### src/rtl/core/sraf_pkg.sv
`default_nettype none
// ----------------------------------------------------------------------------
// sraf_pkg
// Shared types and constants of the segmented range frame assembler.
// ----------------------------------------------------------------------------
package sraf_pkg;

  localparam int unsigned ZonesPerSegment = 4;
  localparam int unsigned MaxZonesDef     = 64;
  localparam int unsigned MaxSegmentsDef  = 16;

  localparam int unsigned IdW      = 11;
  localparam int unsigned CfgAddrW = 4;
  localparam int unsigned CfgDataW = 32;
  localparam int unsigned LaneW    = 16;
  localparam int unsigned RowW     = LaneW * ZonesPerSegment;

  // register index, paddr[3:2]
  localparam logic [1:0] RegHeaderId = 2'd0;
  localparam logic [1:0] RegDataBase = 2'd1;
  localparam logic [1:0] RegDataLast = 2'd2;

  typedef struct packed {
    logic [10:0] frame_id;
    logic [7:0]  payload_b0;
    logic [7:0]  payload_b1;
    logic [7:0]  payload_b2;
    logic [7:0]  payload_b3;
    logic [7:0]  payload_b4;
    logic [7:0]  payload_b5;
    logic [7:0]  payload_b6;
    logic [7:0]  payload_b7;
  } frame_t;

  typedef struct packed {
    logic [5:0]  zone_index;
    logic [15:0] zone_distance_mm;
    logic [7:0]  measurement_counter;
    logic [6:0]  zone_total;
    logic [7:0]  valid_zones;
    logic [15:0] nearest_distance_mm;
    logic [7:0]  nearest_zone;
    logic [7:0]  sensor_state;
    logic [15:0] completed_count;
    logic        last_zone;
  } zone_result_t;

endpackage
`default_nettype wire

### src/rtl/core/sraf_ram.sv
`default_nettype none
// ----------------------------------------------------------------------------
// sraf_ram
// Simple dual-port RAM, one write and one read port, registered read data.
// ----------------------------------------------------------------------------
module sraf_ram #(
  parameter int unsigned Width = 64,
  parameter int unsigned Depth = 16,
  localparam int unsigned AddrW = (Depth > 1) ? $clog2(Depth) : 1
) (
  input  wire logic             clk_i,
  input  wire logic             we_i,
  input  wire logic [AddrW-1:0] waddr_i,
  input  wire logic [Width-1:0] wdata_i,
  input  wire logic             re_i,
  input  wire logic [AddrW-1:0] raddr_i,
  output logic      [Width-1:0] rdata_o
);

  logic [Width-1:0] mem_q [Depth];

  always_ff @(posedge clk_i) begin
    if (we_i) begin
      mem_q[waddr_i] <= wdata_i;
    end
    if (re_i) begin
      rdata_o <= mem_q[raddr_i];
    end
  end

endmodule
`default_nettype wire

### src/rtl/core/segmented_range_frame_assembler_top.sv
`default_nettype none
// ----------------------------------------------------------------------------
// segmented_range_frame_assembler_top
// Rebuilds a segmented range measurement from header and data frames and
// streams one result beat per zone once every segment has arrived.
// ----------------------------------------------------------------------------
// Frames: one beat per cycle while idle; a frame's state update is registered.
// Completion: the completing frame starts a segment RAM read, then the output
//   register load; each later zone is read once the previous beat is taken,
//   then loaded; frames are held off until the last zone beat is taken.
// Reset: clears config, control and header state; the segment RAM is not
//   cleared and needs no clearing pass.
module segmented_range_frame_assembler_top
  import sraf_pkg::*;
#(
  parameter int unsigned MaxZones    = MaxZonesDef,
  parameter int unsigned MaxSegments = MaxSegmentsDef
) (
  input  wire logic                clk_i,
  input  wire logic                rst_ni,

  input  wire logic                in_valid_i,
  output logic                     in_ready_o,
  input  wire frame_t              in_data_i,

  output logic                     out_valid_o,
  input  wire logic                out_ready_i,
  output zone_result_t             out_data_o,

  input  wire logic                psel,
  input  wire logic                penable,
  input  wire logic                pwrite,
  input  wire logic [CfgAddrW-1:0] paddr,
  input  wire logic [CfgDataW-1:0] pwdata,
  output logic      [CfgDataW-1:0] prdata,
  output logic                     pready
);

  localparam int unsigned SegAw  = (MaxSegments > 1) ? $clog2(MaxSegments) : 1;
  localparam int unsigned ZoneAw = $clog2(MaxZones);

  typedef enum logic [1:0] {
    StIdle,
    StRead,
    StLoad,
    StDrain
  } state_e;

  state_e state_q;

  logic [IdW-1:0] header_id_q, data_base_q, data_last_q;

  logic [MaxSegments-1:0] seg_mask_q;
  logic [4:0]             exp_segs_q;
  logic                   assembling_q;
  logic [7:0]             held_counter_q;
  logic [6:0]             held_zone_total_q;
  logic [7:0]             held_valid_q;
  logic [15:0]            held_near_dist_q;
  logic [7:0]             held_near_zone_q;
  logic [7:0]             held_sensor_state_q;
  logic [15:0]            published_q;
  logic [ZoneAw-1:0]      zone_q;

  zone_result_t out_q;
  logic         out_valid_q;

  // ---- configuration port ----
  logic cfg_we;
  assign cfg_we = psel && penable && pwrite;
  assign pready = 1'b1;

  always_comb begin
    prdata = '0;
    case (paddr[3:2])
      RegHeaderId: prdata = CfgDataW'(header_id_q);
      RegDataBase: prdata = CfgDataW'(data_base_q);
      RegDataLast: prdata = CfgDataW'(data_last_q);
      default:     prdata = '0;
    endcase
  end

  // ---- frame decode ----
  logic                   in_fire;
  logic                   is_header, hdr_ok, is_data, data_ok, done;
  logic [IdW-1:0]         seg;
  logic [MaxSegments-1:0] seg_bit, mask_next, full_mask;
  logic [RowW-1:0]        row_wdata;

  assign in_ready_o = (state_q == StIdle);
  assign in_fire    = in_valid_i && in_ready_o;

  assign is_header = (in_data_i.frame_id == header_id_q);
  assign hdr_ok    = (in_data_i.payload_b1 != 8'd0) &&
                     (in_data_i.payload_b1 <= 8'(MaxZones)) &&
                     (in_data_i.payload_b2 != 8'd0) &&
                     (in_data_i.payload_b2 <= 8'(MaxSegments)) &&
                     ({2'b00, in_data_i.payload_b1} == {in_data_i.payload_b2, 2'b00});

  assign is_data = !is_header && (in_data_i.frame_id >= data_base_q) &&
                   (in_data_i.frame_id <= data_last_q);
  assign seg     = in_data_i.frame_id - data_base_q;
  assign data_ok = is_data && assembling_q && (seg < {6'd0, exp_segs_q}) &&
                   (seg < IdW'(MaxSegments));

  assign seg_bit   = MaxSegments'(1) << seg[SegAw-1:0];
  assign mask_next = seg_mask_q | seg_bit;

  always_comb begin
    for (int j = 0; j < MaxSegments; j++) begin
      full_mask[j] = (5'(j) < exp_segs_q);
    end
  end

  assign done = (mask_next == full_mask);

  assign row_wdata = {in_data_i.payload_b7, in_data_i.payload_b6,
                      in_data_i.payload_b5, in_data_i.payload_b4,
                      in_data_i.payload_b3, in_data_i.payload_b2,
                      in_data_i.payload_b1, in_data_i.payload_b0};

  // ---- segment RAM, one row of four distances per segment ----
  logic              ram_we, ram_re, drain_next;
  logic [ZoneAw-1:0] rd_zone;
  logic [RowW-1:0]   ram_rdata;
  logic              zone_last;

  assign ram_we     = in_fire && data_ok;
  assign drain_next = (state_q == StDrain) && out_ready_i && !out_q.last_zone;
  assign ram_re     = (state_q == StRead) || drain_next;
  assign rd_zone    = drain_next ? ZoneAw'(zone_q + 1'b1) : zone_q;
  assign zone_last  = (7'(zone_q) == (held_zone_total_q - 7'd1));

  sraf_ram #(
    .Width (RowW),
    .Depth (MaxSegments)
  ) u_seg_ram (
    .clk_i   (clk_i),
    .we_i    (ram_we),
    .waddr_i (seg[SegAw-1:0]),
    .wdata_i (row_wdata),
    .re_i    (ram_re),
    .raddr_i (SegAw'(rd_zone >> 2)),
    .rdata_o (ram_rdata)
  );

  // ---- control ----
  always_ff @(posedge clk_i or negedge rst_ni) begin
    if (!rst_ni) begin
      state_q             <= StIdle;
      header_id_q         <= '0;
      data_base_q         <= '0;
      data_last_q         <= '0;
      seg_mask_q          <= '0;
      exp_segs_q          <= '0;
      assembling_q        <= 1'b0;
      held_counter_q      <= '0;
      held_zone_total_q   <= '0;
      held_valid_q        <= '0;
      held_near_dist_q    <= '0;
      held_near_zone_q    <= '0;
      held_sensor_state_q <= '0;
      published_q         <= '0;
      zone_q              <= '0;
      out_q               <= '0;
      out_valid_q         <= 1'b0;
    end else begin
      if (cfg_we) begin
        case (paddr[3:2])
          RegHeaderId: header_id_q <= pwdata[IdW-1:0];
          RegDataBase: data_base_q <= pwdata[IdW-1:0];
          RegDataLast: data_last_q <= pwdata[IdW-1:0];
          default: ;
        endcase
      end

      case (state_q)
        StIdle: begin
          if (in_fire) begin
            if (is_header) begin
              assembling_q <= hdr_ok;
              if (hdr_ok) begin
                held_counter_q      <= in_data_i.payload_b0;
                held_zone_total_q   <= in_data_i.payload_b1[6:0];
                held_valid_q        <= in_data_i.payload_b3;
                held_near_dist_q    <= {in_data_i.payload_b5, in_data_i.payload_b4};
                held_near_zone_q    <= in_data_i.payload_b6;
                held_sensor_state_q <= in_data_i.payload_b7;
                exp_segs_q          <= in_data_i.payload_b2[4:0];
                seg_mask_q          <= '0;
              end
            end else if (data_ok) begin
              seg_mask_q <= mask_next;
              if (done) begin
                published_q  <= published_q + 16'd1;
                assembling_q <= 1'b0;
                zone_q       <= '0;
                state_q      <= StRead;
              end
            end
          end
        end
        StRead: begin
          state_q <= StLoad;
        end
        StLoad: begin
          out_q.zone_index          <= 6'(zone_q);
          out_q.zone_distance_mm    <= ram_rdata[LaneW*zone_q[1:0] +: LaneW];
          out_q.measurement_counter <= held_counter_q;
          out_q.zone_total          <= held_zone_total_q;
          out_q.valid_zones         <= held_valid_q;
          out_q.nearest_distance_mm <= held_near_dist_q;
          out_q.nearest_zone        <= held_near_zone_q;
          out_q.sensor_state        <= held_sensor_state_q;
          out_q.completed_count     <= published_q;
          out_q.last_zone           <= zone_last;
          out_valid_q               <= 1'b1;
          state_q                   <= StDrain;
        end
        StDrain: begin
          if (out_ready_i) begin
            out_valid_q <= 1'b0;
            if (out_q.last_zone) begin
              state_q <= StIdle;
            end else begin
              zone_q  <= ZoneAw'(zone_q + 1'b1);
              state_q <= StLoad;
            end
          end
        end
        default: state_q <= StIdle;
      endcase
    end
  end

  assign out_valid_o = out_valid_q;
  assign out_data_o  = out_q;

endmodule
`default_nettype wire
### config.mk
export PLATFORM = sky130hd
export DESIGN_NAME = segmented_range_frame_assembler_top
export DESIGN_NICKNAME = d
export VERILOG_FILES = /design/src/rtl/core/sraf_pkg.sv /design/src/rtl/core/sraf_ram.sv /design/src/rtl/core/segmented_range_frame_assembler_top.sv
export SDC_FILE = /design/constraint.sdc
export NUM_CORES = 2
export LEC_CHECK = 0
export ABC_CLOCK_PERIOD_IN_PS = 24800
export BUFFER_PORTS_ARGS = -buffer_cell sky130_fd_sc_hd__buf_2
export CORE_MARGIN = 2
export CORE_UTILIZATION = 65
export DETAILED_ROUTE_END_ITERATION = 12
export PLACE_DENSITY_LB_ADDON = 0.08
export SYNTH_ARGS = -nofsm -noshare
export SYNTH_HDL_FRONTEND = slang
export SYNTH_HIERARCHICAL = 1
export SYNTH_SLANG_ARGS = --single-unit
export TNS_END_PERCENT = 5
### constraint.sdc
create_clock -name clk_i -period 24.8 [get_ports clk_i]
set_input_delay 6.2 -clock clk_i [delete_from_list [all_inputs] [get_ports clk_i]]
set_output_delay 6.2 -clock clk_i [all_outputs]
set_load 0.02 [all_outputs]
==> metrics.md <==
| Metric | Value |
|---|---|
| Run status | finished, final reports clean |
| Via count of the first global-routing pass | 28200 |
| CTS resizes | 0 |
| Placeable Area | 0.0803 mm² |
| M3 GR Usage | 5.46% |
| Clock tree from TritonCTS | yes |
| Highest-delay cell along the critical path | sky130_fd_sc_hd__nor2b_1 |
| Period utilisation layout | 55.5% |
| Placed wire-length estimate | 67.5 mm |
| Leakage power total | 0.0208 µW |
| Global routing's busiest layer | met2 |
| Pin count of the biggest net entering global routing | 71 |
| Detailed-route via count | 27700 |
| Min cycle time layout | 13770 ps |
| Worst hold path stage count | 1 |
| First-pass DRT Iterations | 5 |
| Die height | 288 µm |
| Classification of the worst setup path | primary input to output port |
| Number of standard-cell rows in the floorplan | 104 |
| Number of unique standard cell types used by synthesis | 90 |
| Ys flop type | sky130_fd_sc_hd__edfxtp_1 |
| Data required, critical path | 18600 ps |
| Peak per-stage delay on the critical path | 700 ps |
| Count of flip-flops with a built-in enable after synthesis | 1088 |
| Starting DRT DRC Count | 3013 |
| Multi-input gate area | 0.0133 mm² |
| Clock Tree Buf Depth | 3 |
| TritonCTS sink count | 1317 |
| Post-CTS Repair Setup Buffers | 0 |
| Part of the Yosys area used for sequential elements | 73.1% |
| Clk Tree Root Cell | sky130_fd_sc_hd__clkbuf_16 |
| Input/output buffers | 201 |
| Wire length of the first global-routing pass | 184 mm |
| Max Clock Skew | 28.7 ps |
| Post-synthesis instance total | 2708 |
| Fill cell total of the finished layout | 4643 |
| Met2 layer usage reported by global route | 50.1% |
| Io pins | 247 |
| Buffers plus inverters on the worst setup path | 2 |
| Clock-pin slew reported for the worst setup and hold paths after clock tree synthesis | 50 ps |
| Mean instance size in the synthesized netlist | 19.4 µm² |
| Fraction of synthesis flops using an asynchronous set or reset pin | 17.4% |
| GP Congestion | 0.860 |
| MaxCap Viol Count | 0 |
| Number of antenna cells inserted | 0 |
| Hold bufs inserted after CTS | 0 |
| Area growth, synth to finish | 12.2% |
| Pins over their slew limit | 0 |
| Depth of the CTS H-tree | 4 |
| Final number of hold-violating endpoints | 0 |
| Drt drc | 0 |
| Number of register bits inferred by synthesis | 1317 |
| Maximum achievable frequency | 0.0726 GHz |
| Starting Density | 65.4% |
| Final-layout setup total negative slack | 0 ps |
| Grt total ovfl | 0 |
| Final count of negative-setup-slack endpoints | 0 |
| Transition time at the pin with the least slew margin | 1160 ps |
| Register area | 0.0384 mm² |
| Number of antenna violations at the first check in global routing | 3 |
| Peak VDD IR | 0.0753 mV |
| Register-to-Register Path Depth | 12 |
| Total wire length after detailed routing | 125 mm |
| CP arrival | 7570 ps |
| Number of warnings reported in the yosys synthesis log | 6 |
| Kind of start point of the critical path | primary input |
| Met1 Use GR | 44.2% |
| Power, Total | 6390 µW |
| Placement Cell Area | 0.0546 mm² |
| Power density over the cells | 109 mW/mm² |
| Top Family by Delay on Critical Path | simple AND/OR/NAND/NOR gates |
| Share of layout cells above drive strength 1 | 30.7% |
| Worst-skew pair later-pin latency | 730 ps |
| Final non-filler cell area | 0.0589 mm² |
| Post-DRT Antenna Nets | 0 |
| Global-route usage over all layers | 30.8% |
| RSZ-0062 raised after global routing | false |
| Relative slew slack | 22.4% |
| Hold WC Path Type | register to register |
| Post-synthesis instance area | 0.0525 mm² |
| Final Net Count | 3100 |
| Via count normalized by instance count | 6.73 |
| Worst setup EP type | output port |
| Total number of cells along the worst setup path | 5 |
| Die ar. | 0.0831 mm² |
| Cells along the critical path | buf_2 -> nor2b_1 -> nand2_1 -> o21ai_0 -> buf_2 |
| Number of buffers created by CTS | 132 |
| Critical path's most frequent cell | sky130_fd_sc_hd__buf_2 |
| Detail-routed net length per standard cell | 30.3 µm |
| Maximum fanout encountered on the critical timing path | 15 |
| Die span in x | 288 µm |
layer usage:
metal | wire length, µm | up-vias
li1 | - | 11400
met1 | 47900 | 14600
met2 | 62600 | 1505
met3 | 11500 | 237
met4 | 3020 | 4
met5 | 25 | -
path summary, 6_finish.rpt:
| path | slack (ps) | end | start |
|---|---|---|---|
| worst max register to register | 18040 | u_seg_ram/mem_q[2][30] | data_base_q[0] |
| worst min register to register | 490 | published_q[15] | published_q[15] |
| min in group asynchronous | 5390 | held_counter_q[3] | rst_ni |
| worst max-delay path | 11030 | prdata[7] | paddr[2] |
| worst min-delay path | 490 | published_q[15] | published_q[15] |
| max in group asynchronous | 17410 | held_valid_q[6] | rst_ni |
worst reg2reg max path, delay by kind of cell (launching register included):
kind | cells | cell delay [ps]
AND/OR/NAND/NOR | 5 | 2950
adder cells (fa/ha/maj) | 3 | 1380
buffers and inverters | 2 | 1210
flip-flops | 1 | 410
AO/OA/AOI/OAI | 2 | 380
cell usage after synthesis, types with 4 or more instances:
cell type,instances,share of area [%]
sky130_fd_sc_hd__a31oi_1,8,0.095
sky130_fd_sc_hd__mux2_2,176,3.8
sky130_fd_sc_hd__dfrtp_1,229,11
sky130_fd_sc_hd__o311a_1,4,0.076
sky130_fd_sc_hd__clkbuf_1,70,0.50
sky130_fd_sc_hd__and3_1,7,0.083
sky130_fd_sc_hd__a211oi_1,6,0.086
sky130_fd_sc_hd__o21ai_0,45,0.43
sky130_fd_sc_hd__a32oi_1,4,0.067
sky130_fd_sc_hd__o21a_1,19,0.27
sky130_fd_sc_hd__inv_1,40,0.29
sky130_fd_sc_hd__buf_2,20,0.19
sky130_fd_sc_hd__ha_1,29,0.69
sky130_fd_sc_hd__buf_1,23,0.16
sky130_fd_sc_hd__o211ai_1,4,0.057
sky130_fd_sc_hd__edfxtp_1,1088,62
sky130_fd_sc_hd__a21o_1,5,0.072
sky130_fd_sc_hd__nand3b_1,4,0.057
sky130_fd_sc_hd__nand2b_1,6,0.072
sky130_fd_sc_hd__and2_1,12,0.14
sky130_fd_sc_hd__a22oi_1,129,1.8
sky130_fd_sc_hd__nor4_1,9,0.11
sky130_fd_sc_hd__xnor2_1,17,0.28
sky130_fd_sc_hd__nand2_1,122,0.87
sky130_fd_sc_hd__buf_4,33,0.47
sky130_fd_sc_hd__nor2b_1,10,0.12
sky130_fd_sc_hd__nor2_1,49,0.35
sky130_fd_sc_hd__mux4_2,272,12
sky130_fd_sc_hd__buf_6,15,0.32
sky130_fd_sc_hd__nor3_1,38,0.36
sky130_fd_sc_hd__a21oi_1,24,0.23
sky130_fd_sc_hd__mux2i_1,18,0.34
sky130_fd_sc_hd__nand3_1,31,0.30
sky130_fd_sc_hd__nand4_1,20,0.24
sky130_fd_sc_hd__nor4_2,11,0.26
sky130_fd_sc_hd__xor2_1,30,0.50
report_power, final:
group | internal [µW] | leakage (µW) | switching [µW]
logic | 817 | 0.00593 | 986
registers | 2540 | 0.0129 | 92.2
clock network | 1120 | 0.00206 | 830
total | 4480 | 0.0208 | 1910
flip-flops by register name, indices dropped and copies added, names as in the netlist, 11 cells and up:
register,cells
u_seg_ram/rdata_o,64
data_base_q,11
seg_mask_q,16
out_data_o,94
data_last_q,11
header_id_q,11
published_q,16
u_seg_ram/mem_q,1024
held_near_dist_q,16
per-stage QoR:
step / util, % / hold slack, ps / std cells / worst slack (ps)
5_1_grt: 73.3 / 495 / 4122 / 10930
4_1_cts: 73.3 / 480 / 4122 / 11070
3_3_place_gp: 68.0 / 457 / 3878 / 11150
2_1_floorplan: - / 436 / 2728 / 10380
3_5_place_dp: 68.0 / 470 / 3878 / 11080
6_report: 73.3 / 486 / 4122 / 11030
final cells by class:
type,instances,share of cell area (%)
Clock buffer,202,6.33
Clock inverter,42,0.897
Inverter,43,0.274
Multi-Input combinational cell,1207,22.7
Sequential cell,1317,65.2
Tap cell,1060,2.25
Timing Repair Buffer,251,2.36
cells by family (layout without fill, tap and decap cells):
| group | Yosys count | count (layout) | synth area share (%) |
|---|---|---|---|
| AO/OA/AOI/OAI | 288 | 288 | 3.96 |
| XOR/XNOR | 49 | 49 | 0.867 |
| adder cells (fa/ha/maj) | 30 | 30 | 0.729 |
| buffers and inverters | 204 | 538 | 1.96 |
| flip-flops | 1317 | 1317 | 73.1 |
| multiplexers | 468 | 468 | 15.8 |
| other | 2 | 22 | 0.0143 |
| AND/OR/NAND/NOR | 350 | 350 | 3.50 |
layout by cell type (no fill, tap or decap), drive strengths merged, types with 8 or more instances in the layout:
master  Yosys  final
a31oi       8      8
nor3       39     39
xor2       31     31
mux2i      18     18
clkbuf     70    202
nand4      21     21
ha         29     29
edfxtp   1088   1088
mux4      272    272
conb        2     22
mux2      178    178
o21ai      48     48
and2       12     12
a22oi     129    129
o21a       19     19
dfrtp     229    229
clkinv      0     22
nor4       20     20
nor2b      10     10
buf        91    251
nor2       49     49
nand3      32     32
a21oi      25     25
nand2     122    122
xnor2      18     18
inv        43     54
(Power assumes the default switching activity.)
